**config.mk**
```make
export PLATFORM = sky130hd
export DESIGN_NAME = literal_substitute_line_filter
export DESIGN_NICKNAME = d
export VERILOG_FILES = /design/src/rtl/lslf_pkg.sv /design/src/rtl/lslf_cell.sv /design/src/rtl/lslf_run_fifo.sv /design/src/rtl/literal_substitute_line_filter.sv
export SDC_FILE = /design/constraint.sdc
export NUM_CORES = 1
export LEC_CHECK = 0
export ABC_AREA = 1
export CAP_MARGIN = 20
export CORE_AREA = 2 2 199 201
export DETAILED_ROUTE_END_ITERATION = 6
export DIE_AREA = 0 0 201 203
export DONT_BUFFER_PORTS = 1
export PLACE_DENSITY = 0.78
export SYNTH_ARGS = -nofsm -noshare
export SYNTH_HDL_FRONTEND = slang
export SYNTH_SLANG_ARGS = --single-unit
```
**constraint.sdc**
```tcl
create_clock -name clk -period 18.1 [get_ports clk]
set_input_delay 1.81 -clock clk [delete_from_list [all_inputs] [get_ports clk]]
set_output_delay 1.81 -clock clk [all_outputs]
set_load 0.05 [all_outputs]
```
**src/rtl/lslf_pkg.sv**
```systemverilog
// Types, register codes and helpers shared by the literal substitute line filter.
package lslf_pkg;

  localparam int PAT_CELLS = 8;
  localparam int RUN_MAX   = 8;
  localparam int REP_LIMIT = 8;
  localparam int CNT_W     = 3;

  localparam logic [7:0] NEWLINE_BYTE = 8'h0A;

  localparam logic [1:0] MODE_PRINT  = 2'd1;
  localparam logic [1:0] MODE_DELETE = 2'd2;

  localparam int FLAG_GLOBAL = 0;
  localparam int FLAG_QUIET  = 1;

  typedef enum logic [2:0] {
    CFG_MODE,
    CFG_FLAGS,
    CFG_RANGE_START,
    CFG_RANGE_END,
    CFG_PATTERN_BYTES,
    CFG_PATTERN_LENGTH,
    CFG_REPLACEMENT_BYTES,
    CFG_REPLACEMENT_LENGTH
  } cfg_index_t;

  typedef struct packed {
    logic       kind;
    logic [7:0] data_byte;
  } in_item_t;

  typedef struct packed {
    logic [7:0] out_byte;
    logic       last_of_run;
  } out_item_t;

  typedef struct packed {
    logic shift;
    logic clear;
  } cell_ctrl_t;

  typedef struct packed {
    logic [RUN_MAX-1:0][7:0] bytes;
    logic [3:0]              len;
  } run_t;

  function automatic logic [3:0] pat_len_clamp(input logic [3:0] n);
    logic [3:0] r;
    r = n;
    if (n == 4'd0) r = 4'd1;
    else if (n > 4'(PAT_CELLS)) r = 4'(PAT_CELLS);
    return r;
  endfunction

  function automatic logic [3:0] rep_len_clamp(input logic [3:0] n);
    logic [3:0] r;
    r = n;
    if (n > 4'(REP_LIMIT)) r = 4'(REP_LIMIT);
    return r;
  endfunction

endpackage

```
**src/rtl/lslf_cell.sv**
```systemverilog
// One window cell: holds a held byte and the partial-match bit for its prefix length.
module lslf_cell
  import lslf_pkg::*;
(
  input  logic       clk,
  input  logic       rst_n,
  input  cell_ctrl_t ctrl,
  input  logic [7:0] pat_byte,
  input  logic [7:0] new_byte,
  input  logic [7:0] left_byte,
  input  logic       left_match,
  output logic [7:0] byte_q,
  output logic       match_q,
  output logic       match_nxt
);

  logic [7:0] byte_r;
  logic       match_r;

  assign match_nxt = left_match && (pat_byte == new_byte);
  assign byte_q    = byte_r;
  assign match_q   = match_r;

  always_ff @(posedge clk) begin
    if (!rst_n) begin
      match_r <= 1'b0;
    end else if (ctrl.clear) begin
      match_r <= 1'b0;
    end else if (ctrl.shift) begin
      match_r <= match_nxt;
    end
  end

  always_ff @(posedge clk) begin
    if (ctrl.shift) begin
      byte_r <= left_byte;
    end
  end

endmodule

```
**src/rtl/lslf_run_fifo.sv**
```systemverilog
// Two-slot queue of output runs, serialized one byte per beat.
module lslf_run_fifo
  import lslf_pkg::*;
(
  input  logic      clk,
  input  logic      rst_n,
  input  logic      push,
  input  run_t      push_run,
  output logic      full,
  output logic      out_valid,
  input  logic      out_stall,
  output out_item_t out_item
);

  run_t       slot_r [2];
  logic       wr_ptr_r;
  logic       rd_ptr_r;
  logic [1:0] count_r;
  logic [2:0] pos_r;

  run_t       head;
  logic       last;
  logic       take;
  logic       pop;

  assign head      = slot_r[rd_ptr_r];
  assign last      = ({1'b0, pos_r} == (head.len - 4'd1));
  assign out_valid = (count_r != 2'd0);
  assign full      = (count_r == 2'd2);
  assign take      = out_valid && !out_stall;
  assign pop       = take && last;

  assign out_item.out_byte    = head.bytes[pos_r];
  assign out_item.last_of_run = last;

  always_ff @(posedge clk) begin
    if (!rst_n) begin
      wr_ptr_r <= 1'b0;
      rd_ptr_r <= 1'b0;
      count_r  <= 2'd0;
      pos_r    <= 3'd0;
    end else begin
      if (push) wr_ptr_r <= !wr_ptr_r;
      if (pop) rd_ptr_r <= !rd_ptr_r;
      if (push && !pop) count_r <= count_r + 2'd1;
      else if (pop && !push) count_r <= count_r - 2'd1;
      if (pop) pos_r <= 3'd0;
      else if (take) pos_r <= pos_r + 3'd1;
    end
  end

  always_ff @(posedge clk) begin
    if (push) begin
      slot_r[wr_ptr_r] <= push_run;
    end
  end

endmodule

```
**src/rtl/literal_substitute_line_filter.sv**
```systemverilog
// Top level of the streaming literal find-and-replace line filter.
//
//   channel  direction  handshake            payload
//   in_      input      in_valid / in_stall  in_item_t  (kind, data_byte)
//   out_     output     out_valid/out_stall  out_item_t (out_byte, last_of_run)
//   cfg_     input      cfg_valid/cfg_ready  cfg_index, cfg_data
//
// One input beat per cycle while in_stall is low; an item yielding n bytes is
// sent in n beats. Results queue in a two-run buffer; in_stall rises only while
// both slots are taken. The held window is a row of PAT_CELLS cells shifted
// one place per substituted byte. Reset is synchronous: registers return to
// their reset values and the window empties. cfg_ready is always high.
module literal_substitute_line_filter
  import lslf_pkg::*;
(
  input  logic        clk,
  input  logic        rst_n,
  input  logic        in_valid,
  output logic        in_stall,
  input  in_item_t    in_item,
  output logic        out_valid,
  input  logic        out_stall,
  output out_item_t   out_item,
  input  logic        cfg_valid,
  output logic        cfg_ready,
  input  logic [2:0]  cfg_index,
  input  logic [63:0] cfg_data
);

  logic [1:0]  mode_r;
  logic [1:0]  flags_r;
  logic [31:0] range_start_r;
  logic [31:0] range_end_r;
  logic [63:0] pat_r;
  logic [3:0]  pat_len_r;
  logic [63:0] rep_r;
  logic [3:0]  rep_len_r;

  logic [CNT_W-1:0] cnt_r;
  logic [CNT_W-1:0] cnt_nxt;
  logic [31:0]      line_r;
  logic [31:0]      line_nxt;
  logic             replaced_r;
  logic             replaced_nxt;

  logic [7:0] cell_byte  [PAT_CELLS];
  logic       cell_match [PAT_CELLS];
  logic       cell_mnx   [PAT_CELLS];
  cell_ctrl_t cell_ctrl;

  logic        accept;
  logic        cfg_wr;
  logic        cfg_clear;
  logic        fifo_full;
  logic [7:0]  b;
  logic        is_nl;
  logic        is_eos;
  logic        quiet;
  logic        in_range;
  logic        sub_mode;
  logic        run_sub;
  logic        lock;
  logic [3:0]  plen;
  logic [3:0]  rlen;
  logic [2:0]  plen_m1;
  logic [3:0]  nn;
  logic        full_hit;
  logic [3:0]  keep_len;
  logic [7:0]  win_new [PAT_CELLS];
  logic [7:0]  win_src [PAT_CELLS];
  logic [2:0]  top_idx;
  logic [2:0]  src_idx;
  logic        push;
  run_t        push_run;

  assign cfg_ready = 1'b1;
  assign cfg_wr    = cfg_valid && cfg_ready;
  assign cfg_clear = cfg_wr && (cfg_index_t'(cfg_index) == CFG_MODE ||
                                cfg_index_t'(cfg_index) == CFG_FLAGS ||
                                cfg_index_t'(cfg_index) == CFG_PATTERN_BYTES ||
                                cfg_index_t'(cfg_index) == CFG_PATTERN_LENGTH);

  assign in_stall = fifo_full;
  assign accept   = in_valid && !in_stall;
  assign b        = in_item.data_byte;
  assign is_eos   = in_item.kind;
  assign is_nl    = (b == NEWLINE_BYTE);
  assign quiet    = flags_r[FLAG_QUIET];
  assign in_range = (line_r >= range_start_r) && (line_r <= range_end_r);
  assign sub_mode = (mode_r != MODE_PRINT) && (mode_r != MODE_DELETE);
  assign lock     = replaced_r && !flags_r[FLAG_GLOBAL];
  assign run_sub  = accept && !is_eos && sub_mode && !quiet && !lock;

  assign plen     = pat_len_clamp(pat_len_r);
  assign rlen     = rep_len_clamp(rep_len_r);
  assign plen_m1  = 3'(plen - 4'd1);
  assign nn       = {1'b0, cnt_r} + 4'd1;
  assign full_hit = (nn == plen) && cell_mnx[plen_m1];

  assign cell_ctrl.shift = run_sub;
  assign cell_ctrl.clear = cfg_clear || (accept && is_eos) ||
                           (run_sub && (full_hit || is_nl));

  genvar k;
  generate
    for (k = 0; k < PAT_CELLS; k++) begin : g_cell
      if (k == 0) begin : g_head
        lslf_cell u_cell (
          .clk        (clk),
          .rst_n      (rst_n),
          .ctrl       (cell_ctrl),
          .pat_byte   (pat_r[8*k +: 8]),
          .new_byte   (b),
          .left_byte  (b),
          .left_match (1'b1),
          .byte_q     (cell_byte[k]),
          .match_q    (cell_match[k]),
          .match_nxt  (cell_mnx[k])
        );
        assign win_new[k] = b;
      end else begin : g_body
        lslf_cell u_cell (
          .clk        (clk),
          .rst_n      (rst_n),
          .ctrl       (cell_ctrl),
          .pat_byte   (pat_r[8*k +: 8]),
          .new_byte   (b),
          .left_byte  (cell_byte[k-1]),
          .left_match (cell_match[k-1]),
          .byte_q     (cell_byte[k]),
          .match_q    (cell_match[k]),
          .match_nxt  (cell_mnx[k])
        );
        assign win_new[k] = cell_byte[k-1];
      end
    end
  endgenerate

  // longest suffix still matching a pattern prefix
  always_comb begin
    keep_len = 4'd0;
    for (int i = 0; i < PAT_CELLS; i++) begin
      if (cell_mnx[i]) keep_len = 4'(i + 1);
    end
  end

  always_comb begin
    for (int i = 0; i < PAT_CELLS; i++) begin
      win_src[i] = is_eos ? cell_byte[i] : win_new[i];
    end
    top_idx = is_eos ? (cnt_r - 3'd1) : cnt_r;
  end

  always_comb begin
    push_run = '0;
    push     = 1'b0;
    src_idx  = 3'd0;
    if (is_eos) begin
      for (int j = 0; j < RUN_MAX; j++) begin
        src_idx = top_idx - 3'(j);
        push_run.bytes[j] = win_src[src_idx];
      end
      push_run.len = {1'b0, cnt_r};
      push         = accept && (cnt_r != 3'd0);
    end else if (mode_r == MODE_PRINT) begin
      push_run.bytes[0] = b;
      push_run.len      = 4'd1;
      push              = accept && (!quiet || in_range);
    end else if (mode_r == MODE_DELETE) begin
      push_run.bytes[0] = b;
      push_run.len      = 4'd1;
      push              = accept && !quiet && !in_range;
    end else if (lock) begin
      push_run.bytes[0] = b;
      push_run.len      = 4'd1;
      push              = accept && !quiet;
    end else if (full_hit) begin
      for (int j = 0; j < RUN_MAX; j++) begin
        push_run.bytes[j] = rep_r[8*j +: 8];
      end
      push_run.len = rlen;
      push         = run_sub && (rlen != 4'd0);
    end else begin
      for (int j = 0; j < RUN_MAX; j++) begin
        src_idx = top_idx - 3'(j);
        push_run.bytes[j] = win_src[src_idx];
      end
      push_run.len = is_nl ? nn : (nn - keep_len);
      push         = run_sub && (push_run.len != 4'd0);
    end
  end

  always_comb begin
    cnt_nxt      = cnt_r;
    line_nxt     = line_r;
    replaced_nxt = replaced_r;
    if (accept) begin
      if (is_eos) begin
        cnt_nxt      = '0;
        line_nxt     = 32'd1;
        replaced_nxt = 1'b0;
      end else begin
        if (run_sub) begin
          if (full_hit || is_nl) cnt_nxt = '0;
          else cnt_nxt = keep_len[CNT_W-1:0];
          if (full_hit) replaced_nxt = 1'b1;
        end
        if (is_nl) begin
          replaced_nxt = 1'b0;
          if (line_r != 32'hFFFF_FFFF) line_nxt = line_r + 32'd1;
        end
      end
    end
    if (cfg_clear) cnt_nxt = '0;
  end

  always_ff @(posedge clk) begin
    if (!rst_n) begin
      cnt_r      <= '0;
      line_r     <= 32'd1;
      replaced_r <= 1'b0;
    end else begin
      cnt_r      <= cnt_nxt;
      line_r     <= line_nxt;
      replaced_r <= replaced_nxt;
    end
  end

  always_ff @(posedge clk) begin
    if (!rst_n) begin
      mode_r        <= 2'd0;
      flags_r       <= 2'd0;
      range_start_r <= 32'd1;
      range_end_r   <= 32'd1;
      pat_r         <= 64'd0;
      pat_len_r     <= 4'd1;
      rep_r         <= 64'd0;
      rep_len_r     <= 4'd0;
    end else if (cfg_wr) begin
      case (cfg_index_t'(cfg_index))
        CFG_MODE:               mode_r        <= cfg_data[1:0];
        CFG_FLAGS:              flags_r       <= cfg_data[1:0];
        CFG_RANGE_START:        range_start_r <= cfg_data[31:0];
        CFG_RANGE_END:          range_end_r   <= cfg_data[31:0];
        CFG_PATTERN_BYTES:      pat_r         <= cfg_data;
        CFG_PATTERN_LENGTH:     pat_len_r     <= cfg_data[3:0];
        CFG_REPLACEMENT_BYTES:  rep_r         <= cfg_data;
        CFG_REPLACEMENT_LENGTH: rep_len_r     <= cfg_data[3:0];
        default:                mode_r        <= mode_r;
      endcase
    end
  end

  lslf_run_fifo u_run_fifo (
    .clk       (clk),
    .rst_n     (rst_n),
    .push      (push),
    .push_run  (push_run),
    .full      (fifo_full),
    .out_valid (out_valid),
    .out_stall (out_stall),
    .out_item  (out_item)
  );

endmodule
```
; Word-level counts from Yosys, hierarchy flattened
; Memories as Yosys holds them, arrays and structs flattened. A register that Yosys moved wholly into a read port is not among the register bits.
; Index checks and enable logic that the tools add are counted.
[word_totals]
ff_bits = 318
mem_count = 1
ram_bits = 136
in_bits = 81
[mem_list]
columns = name, words, width, rd, rd_clocked_by_memory_dff, wr, line_no
row1 = u_run_fifo.slot_r, 2, 68, 1, 1, 1, lslf_run_fifo.sv:15  ; run_t slot_r [2];
[classes]
magnitude_cmp = 14
muxes = 79
add_sub_neg = 16
reduce_logical = 73
eq_ne = 24
bitwise = 10
[ops]
columns = cell, n
row1 = 8-bit binary-select mux with 3-bit select, 9
row2 = 8-bit two-way mux, 25
row3 = 56-bit two-way mux, 3
row4 = 68-bit two-way mux, 2
row5 = 32-bit two-way mux, 3
row6 = 8-bit == test, 8
row7 = 4-bit two-way mux, 11
row8 = "4-bit >= comparator, second input constant", 9
row9 = 12-bit two-way mux, 3
row10 = 3-bit inverter with 4-bit output, 9
row11 = "32-bit by 1-bit adder with 32-bit output, second input constant", 1
row12 = 32-bit >= comparator, 1
row13 = 32-bit <= comparator, 1
row14 = "32-bit inequality test, second input constant", 1
row15 = 1-bit logical AND, 29
row16 = 2-bit AND reduction, 9
row17 = 1-bit two-way mux, 16
row18 = "3-bit == test, second input constant", 4
row19 = 3-bit two-way mux, 4
row20 = "3-bit subtractor, second input constant", 4
row21 = 1-bit zero test, 11
row22 = 2-bit nonzero test, 5
row23 = 3-bit nonzero test, 3
row24 = "3-bit by 1-bit subtractor with 3-bit output, second input constant", 3
row25 = 27 further kinds, 42

; Logic depth before layout (Yosys ltp)
; Gate-level depths: netlist (run 1).
[depth]
ltp_word = 22
ltp_mapped = 32
depth_no_buf = 31

; Cells and area by module
; From an unflattened synthesis (run 1), not the netlist that was laid out.
[hier_totals]
cells_unflattened = 3332
hier_area_um2 = 25034.0
[by_module_without_submodules]
columns = mod, seq_area_each_um2, cells_each, instances, area_each_um2
row1 = literal_substitute_line_filter, 4804.6, 2383, 1, 15290.9
row2 = lslf_run_fifo, 4244.1, 445, 1, 5749.3
row3 = lslf_cell, 260.2, 63, 8, 499.2

; Least setup slack after synthesis (run 1)
; OpenSTA, ideal clock, no wires.
[synth_path]
path_kind = input to register
from = input port in_item[1] (netlist name)
to = memory u_run_fifo.slot_r[1][0] (netlist name), enable pin
setup_ps = 518
path_stages = 25
required_ps = 17582
path_slack_ps = 10061
path_buffers = 2
arrival_time_ps = 7521
path_cell_list = buf_6 -> inv_2 -> buf_6 -> nand2_1 -> nand2_1 -> nor3_1 -> nand3_1 -> a32oi_1 -> nor2_1 -> o21ai_0 -> nand2_1 -> nand2_1 -> inv_1 -> ha_1 -> fa_1 -> xor2_1 -> nand2_1 -> o21ai_0 -> nand3_1 -> nor2_1 -> nand2_1 -> nand3_1 -> nand2_1 -> nand3_1 -> a21oi_1
[synth_via]
elab_chain_len = 20
elab_cells_between_ends = 39
classes_between = add/sub: 1 / eq/ne: 9 / mux: 19 / reduce/logical: 10
[synth_rtl]
columns = element, line_no
row1 = "start, declared", literal_substitute_line_filter.sv:20  ; input in_item_t in_item,
row2 = 8-bit == test, lslf_cell.sv:20  ; assign match_nxt = left_match && (pat_byte == new_byte);
row3 = 1-bit two-way mux / 1-bit logical AND (equally long branches), "literal_substitute_line_filter.sv:143, lslf_cell.sv:20"
row4 = 4-bit two-way mux (7 in a row), literal_substitute_line_filter.sv:143  ; if (cell_mnx[i]) keep_len = 4'(i + 1);
row5 = 4-bit subtractor, literal_substitute_line_filter.sv:188  ; push_run.len = is_nl ? nn : (nn - keep_len);
row6 = 4-bit two-way mux, literal_substitute_line_filter.sv:188
row7 = 4-bit nonzero test, literal_substitute_line_filter.sv:189  ; push = run_sub && (push_run.len != 4'd0);
row8 = 1-bit logical AND, literal_substitute_line_filter.sv:189
row9 = 1-bit two-way mux *, literal_substitute_line_filter.sv:177  ; end else if (full_hit) begin
row10 = 1-bit two-way mux *, literal_substitute_line_filter.sv:173  ; end else if (lock) begin
row11 = 1-bit two-way mux *, literal_substitute_line_filter.sv:169  ; end else if (mode_r == MODE_DELETE) begin
row12 = 1-bit two-way mux *, literal_substitute_line_filter.sv:165  ; end else if (mode_r == MODE_PRINT) begin
row13 = 1-bit two-way mux *, literal_substitute_line_filter.sv:158  ; if (is_eos) begin
row14 = 1-bit two-way mux *, lslf_run_fifo.sv:53  ; if (push) begin
row15 = 1-bit two-way mux (not written as such) *, lslf_run_fifo.sv:54  ; slot_r[wr_ptr_r] <= push_run;
row16 = "end, declared", lslf_run_fifo.sv:15
; Every way passes the cells marked *; elsewhere a longest branch is shown, timed or not. The select of a mux whose other input is x is not followed.

; Worst setup path after layout (run 1)
[layout_path]
from = input port in_item[7] (netlist name)
to = memory u_run_fifo.slot_r[1][33] (netlist name), enable pin
; The elaborated chain is that of the path after synthesis.

==> results of run 1 <==
## sequential cells by signal (all words and copies together), names as in the netlist, named ones only
register	count
range_end_r	32
u_run_fifo.rd_ptr_r	1
rep_len_r	4
g_cell.g_body.u_cell.match_q	6
rep_r	64
u_run_fifo.slot_r	136
pat_r	64
g_cell.g_head.u_cell.match_q	1
mode_r	2
pat_len_r	4
u_run_fifo.count_r	2
cnt_r	3
g_cell.g_head.u_cell.byte_q	8
flags_r	2
range_start_r	32
u_run_fifo.wr_ptr_r	1
u_run_fifo.pos_r	3
g_cell.g_body.u_cell.byte_q	56
replaced_r	1
line_r	32
## cell usage after synthesis, types with 5 or more instances
cell	n	area, um2
o22ai_1	6	37.5
nand3_1	69	345
nand2_1	481	1810
buf_2	25	125
nor3_1	29	145
a21oi_1	259	1300
buf_6	8	90.1
xor2_1	22	193
mux2i_1	88	881
o21ai_1	5	25.0
edfxtp_1	200	6010
nand4_1	27	169
o21ai_0	523	2620
inv_2	7	26.3
dfxtp_1	255	5100
o211ai_1	36	270
clkinv_1	8	30.0
inv_1	325	1220
clkbuf_1	117	439
or2_2	8	50.1
nor2_1	323	1210
xnor2_1	13	114
a31oi_1	6	37.5
buf_1	9	33.8
nor4_1	7	43.8
ha_1	80	1000
a211oi_1	18	135
## path summary, 6_finish.rpt
path              cells after the start  slack [ns]                                end
setup / recovery                     25       12.36           u_run_fifo.slot_r[1][33]
hold / removal                        0        0.45  g_cell[2].g_body.u_cell.byte_q[7]
setup reg to reg                     10       12.95           u_run_fifo.slot_r[0][12]
hold reg to reg                       0        0.45  g_cell[2].g_body.u_cell.byte_q[7]
## cell type report
cell class / instances / share of cell area
clock buffers: 62 / 0.0518
clock inverters: 25 / 0.0133
inverters: 340 / 0.0495
multi-input cells: 2048 / 0.423
flip-flops and latches: 455 / 0.431
well taps: 518 / 0.0252
repair buffers: 20 / 0.00583
## report_power, final
part | total [mW] | switching, mW | internal (mW) | leakage [nW]
Sequential | 1.22 | 0.0301 | 1.19 | 3.92
Clock | 1.05 | 0.426 | 0.623 | 0.825
Combinational | 0.626 | 0.458 | 0.168 | 5.70
## worst register-to-register path: cells and delay by family, from the launching register on
kind,cells,cell delay [ns]
DFF,1,0.62
AOI/OAI and AO/OA,3,0.79
adders and majority gates,2,0.80
xor gates and xnor gates,1,0.86
buffers and inverters,4,1.80
## layer usage
metal	up-vias	GRT usage	share of wire	wire length, um
met2	979	0.585	0.46	33900
met1	9705	0.485	0.41	30300
li1	9948	-	-	-
met3	159	0.0819	0.10	7540
met5	-	0	0.00036	27
met4	4	0.130	0.036	2680
## kinds of logic after synthesis
family / count (synthesis)
adder cells (fa/ha/maj): 81
AO/OA/AOI/OAI: 874
AND/OR/NAND/NOR: 965
XOR/XNOR: 38
buffers and inverters: 503
flip-flops: 455
other: 1
multiplexers: 89
## through the flow
stage	cell area (um2)	util	total power, mW
detailed placement	24100	0.626	1.85
finish	25800	0.670	2.90
CTS	25800	0.670	2.89
floorplan	24000	-	1.67
global placement	24100	0.626	1.84
global route	25800	0.670	3.00
## layout by cell type (no fill, tap or decap), types with 69 or more instances in the layout
| cell | count |
|---|---|
| edfxtp_1 | 200 |
| inv_1 | 325 |
| nand2_1 | 481 |
| a21oi_1 | 257 |
| nor2_1 | 322 |
| ha_1 | 80 |
| o21ai_0 | 523 |
| mux2i_1 | 88 |
| nand3_1 | 69 |
| dfxtp_1 | 254 |
==> metrics.csv, run 1 <==
metric;value;unit
seqCellArea;11100;um2
wl_per_cell;21.5;um
htree_num_levels;2;
syn_nets;3168;
rsz0062_at_grt;no;
drt-pass1-iter-count;7;
fmax;174;MHz
fillers;3203;
holdWs;0.450;ns
cts_tree;yes;
cp.required;18.33;ns
place_congestion;0.933;
core_area;38500;um2
route.detailed.drc;12;
max_stage_delay;0.71;ns
path_delay_family;simple AND/OR/NAND/NOR gates;
violations;design-rule violations;
fin_setup_tns;0;ns
start_util;0.623;
worst-path-buf-inv;4;
grt_pass1_wl;113;mm
dieArea;40800;um2
area_growth;7.53;%
finClkSkew;0.0137;ns
synth-simple-area-share;0.167;
critPathLaunchType;input pin;
critPathCaptureType;flop;
num_io_pins;93;
worst_slack;12.36;ns
gr-usage-all-layers;0.364;
r2r_start;cnt_r[0];
worstHoldPathType;flop to flop;
arrival;5.97;ns
hold_violations;0;
startpoint;in_item[7];
antenna_found_initial;5;
ys_types;58;
syn_inst;3006;
synthArstFlopShare;0;
synth_compound_area_frac;0.191;
dp_hpwl;53.7;mm
run_status;complete, but fails checks;
clk_pin_slew_worst_paths;0.06;ns
die_h;203;um
multi_input_area;10900;um2
synth_seq_area_share;0.464;
crit_top_cell;nand3_1;
clk_path_buf_depth;3;
final_nets;3075;
place_inst;3381;
cts_sinks;455;
max_slew_margin;0.267;
irDropWorstVdd;0.0884;mV
avgSynthCellArea;7.97;um2
ant_nets;0;
cts_inserted_buffers;48;
p_leak;10.4;nW
drt_iter0_drc;2290;
rows;72;
synthesis.area;24000;um2
finalNonFillerCells;3468;
synth_xor_area_frac;0.0148;
cts_setup_buffers;0;
hp-start;g_cell[1].g_body.u_cell.byte_q[7];
worst-slew-pin-transition;1.10;ns
period_needed;5.74;ns
clock-root-buffer;clkbuf_16;
diodes;0;
synthMuxAreaShare;0.0372;
die_w;201;um
cts_resized;0;
num_vias;20795;
grt_remaining_overflow;0;
finalSetupViolCount;0;
slew_violations;0;
crit_fanout;69;
wirelength;74.5;mm
synthAdderAreaFrac;0.0426;
powerDensity;113;nW/um2
fin_crit_sh;0.317;
cts.hold.buffers_added;0;
drive_above_1_share;0.0464;
synth_edf_count;200;
clk_latency;0.61;ns
maxCapViolations;0;
routed_via_density;6.00;
grt_max_degree;211;
place_ws;11.83;ns
portBuffers;0;
ys_warn_count;0;
synth_top_family_by_area;compound AO/OA/AOI/OAI gates;
synth_seq_cells;455;
critPathSlowestCell;buf_4;
synth_ff_type;dfxtp_1;
grt_pass1_vias;19049;
critPathKind;input pin to flop;
No activity file was read; power rests on OpenSTA's default activity.
==> run 2, diff against run 1 <==
Clock period 18.1 ns to 5.3 ns, I/O delays scaled along.
==> run 2 against run 1 <==
  * The flow now finishes without violations
  * Worst setup slack got worse by 11 ns
  * Via count increased by 0.41%
  * First-iteration DRC count decreased by 4.7%
  * Total power increased to 3.3 times the previous value
  * Combinational power increased to 3.5 times the previous value
  * Routed wire length increased by 2.8%
  * Critical path type is now flop to flop
==> metrics.csv, run 2 (synthesis gave the netlist of run 1 again) <==
metric;value;unit;change
run_status;finished clean;;was complete, but fails checks
r2r_start;cnt_r[0];;unchanged
core_area;38500;um2;unchanged
route.detailed.drc;0;;was 12
place_inst;3392;;was 3381
clk_latency;0.61;ns;about the same
cts_sinks;455;;unchanged
cts_resized;0;;unchanged
worst-slew-pin-transition;1.10;ns;about the same
hold_violations;0;;unchanged
cts_tree;yes;;unchanged
drt-pass1-iter-count;7;;unchanged
worst_slack;0.930;ns;was 12.36 ns
dr.max_layer_used;met5;;unchanged
finalNonFillerCells;3486;;was 3468
startpoint;cnt_r[0];;was in_item[7]
switching_share;0.322;;was 0.315
p_clk_frac;0.344;;was 0.362
period_needed;4.37;ns;
powerDensity;376;nW/um2;was 113 nW/um2
internal-power;6.58;mW;was 1.98 mW
timing.critical_path.to;u_run_fifo.slot_r[1][16];;was u_run_fifo.slot_r[1][33]
fin_area;25800;um2;about the same
rrSetupSlack;0.93;ns;was 12.95 ns
wl_met3;7.00;mm;was 7.54 mm
largest_reg_flops;136;;unchanged
max_slew_margin;0.264;;was 0.267
final_nets;3088;;was 3075
largest_register;u_run_fifo.slot_r;;unchanged
grt_remaining_overflow;0;;unchanged
finalSetupViolCount;0;;unchanged
slew_violations;0;;unchanged
grt_pass1_wl;116;mm;was 113 mm
drive_above_1_share;0.0489;;was 0.0464
dieArea;40800;um2;unchanged
wl_met2;35.2;mm;was 33.9 mm
r2r_end;u_run_fifo.slot_r[1][16];;was u_run_fifo.slot_r[0][12]
final_common_cell;o21ai_0;;unchanged
arrival;4.70;ns;was 5.97 ns
fin_crit_sh;0.824;;
crit_fanout;25;;was 69
irDropWorstVdd;0.314;mV;was 0.0884 mV
seqPwrFrac;0.430;;was 0.422
clk_path_buf_depth;3;;unchanged
clk_pin_slew_worst_paths;0.06;ns;about the same
reg_top3;u_run_fifo.slot_r x136, pat_r x64, rep_r x64;;unchanged
wl_per_cell;22.0;um;was 21.5 um
rows;72;;unchanged
place_congestion;0.960;;was 0.933
routed_via_density;5.99;;was 6.00
clock-root-buffer;clkbuf_16;;unchanged
gr-usage-all-layers;0.375;;was 0.364
critPathKind;flop to flop;;was input pin to flop
power_switching;3.13;mW;was 0.914 mW
final_cell_mix;o21ai_0, nand2_1, inv_1;;unchanged
grt_max_degree;211;;unchanged
num_io_pins;93;;unchanged
critPathLaunchType;flop;;was input pin
die_h;203;um;unchanged
wirelength;76.6;mm;was 74.5 mm
worstHoldPathType;input pin to flop;;was flop to flop
place_ws;0.599;ns;was 11.83 ns
rsz0062_at_grt;no;;unchanged
combPwrFrac;0.226;;was 0.216
cts_inserted_buffers;47;;was 48
critPathCaptureType;flop;;unchanged
num_vias;20881;;was 20795
cp.required;5.63;ns;was 18.33 ns
place_area;24200;um2;was 24100 um2
finClkSkew;0.0368;ns;was 0.0137 ns
dp_hpwl;55.5;mm;was 53.7 mm
ant_nets;0;;unchanged
grt_pass1_vias;19552;;was 19049
r2r_cells;10;;unchanged
drt_iter0_drc;2183;;was 2290
antenna_found_initial;4;;was 5
maxCapViolations;0;;unchanged
fin_total_pwr;9.71;mW;was 2.90 mW
die_w;201;um;unchanged
cts_setup_buffers;0;;unchanged
htree_num_levels;2;;unchanged
fmax;229;MHz;
p_leak;10.5;nW;was 10.4 nW
wl_met1;31.1;mm;was 30.3 mm
area_growth;7.80;%;was 7.53%
portBuffers;0;;unchanged
start_util;0.623;;unchanged
==> run 2: timing repair <==
action / in CTS / in global routing
hold endpoints to repair: 1 / 2
hold buffers: 1 / 2
setup endpoints to repair: 0 / 0
==> run 2: how the worst min path moves through the flow <==
stage,from,cells after the start,to,slack [ns]
floorplan,g_cell[0].g_head.u_cell.byte_q[4],0,g_cell[1].g_body.u_cell.byte_q[4],0.43
global placement,g_cell[1].g_body.u_cell.byte_q[7],0,g_cell[2].g_body.u_cell.byte_q[7],0.43
detailed placement,g_cell[1].g_body.u_cell.byte_q[3],0,g_cell[2].g_body.u_cell.byte_q[3],0.43
CTS,in_item[4],0,g_cell[0].g_head.u_cell.byte_q[4],0.001
global route,in_item[2],0,g_cell[0].g_head.u_cell.byte_q[2],0.0004
finish,in_item[2],0,g_cell[0].g_head.u_cell.byte_q[2],0.02
==> run 2: power groups by stage <==
stage          Clock, mW  Sequential, mW  Combinational, mW
2_1_floorplan          0            4.22               1.48
3_5_place_dp           0            4.25               2.14
3_3_place_gp           0            4.23               2.10
4_1_cts             3.35            4.17               2.15
6_report            3.34            4.18               2.19
5_1_grt             3.50            4.20               2.36
==> run 2: stage by stage <==
| stage | util | setup TNS, ns | hold WS [ns] |
|---|---|---|---|
| after floorplan | - | -16.53 | 0.426 |
| after global placement | 0.630 | 0 | 0.431 |
| after detailed placement | 0.630 | 0 | 0.434 |
| after CTS | 0.671 | 0 | 0.00103 |
| after global routing | 0.671 | 0 | 0.000431 |
| final | 0.672 | 0 | 0.0174 |
==> run 2: per-layer routing <==
layer	GRT usage	vias up
met5	0	-
met2	0.611	991
li1	-	9970
met1	0.488	9754
met3	0.0761	164
met4	0.156	2
==> run 2: critical path: stages, from the launching register on <==
cell and delay (ns):
dfxtp_1 0.64, inv_1 0.15, ha_1 0.39, o21ai_2 0.88
inv_1 0.16, ha_1 0.24, xor2_1 0.15, buf_4 0.23
clkinv_1 0.40, o21ai_0 0.64, a21oi_1 0.19
==> run 2: cell type report <==
class / count / area, um2
Multi-Input combinational cell: 2048 / 10900
Clock inverter: 16 / 184
Clock buffer: 72 / 1370
Antenna cell: 3 / 7.51
Sequential cell: 455 / 11100
Inverter: 340 / 1280
Fill cell: 3208 / 12600
Tap cell: 518 / 648
Timing Repair Buffer: 34 / 325
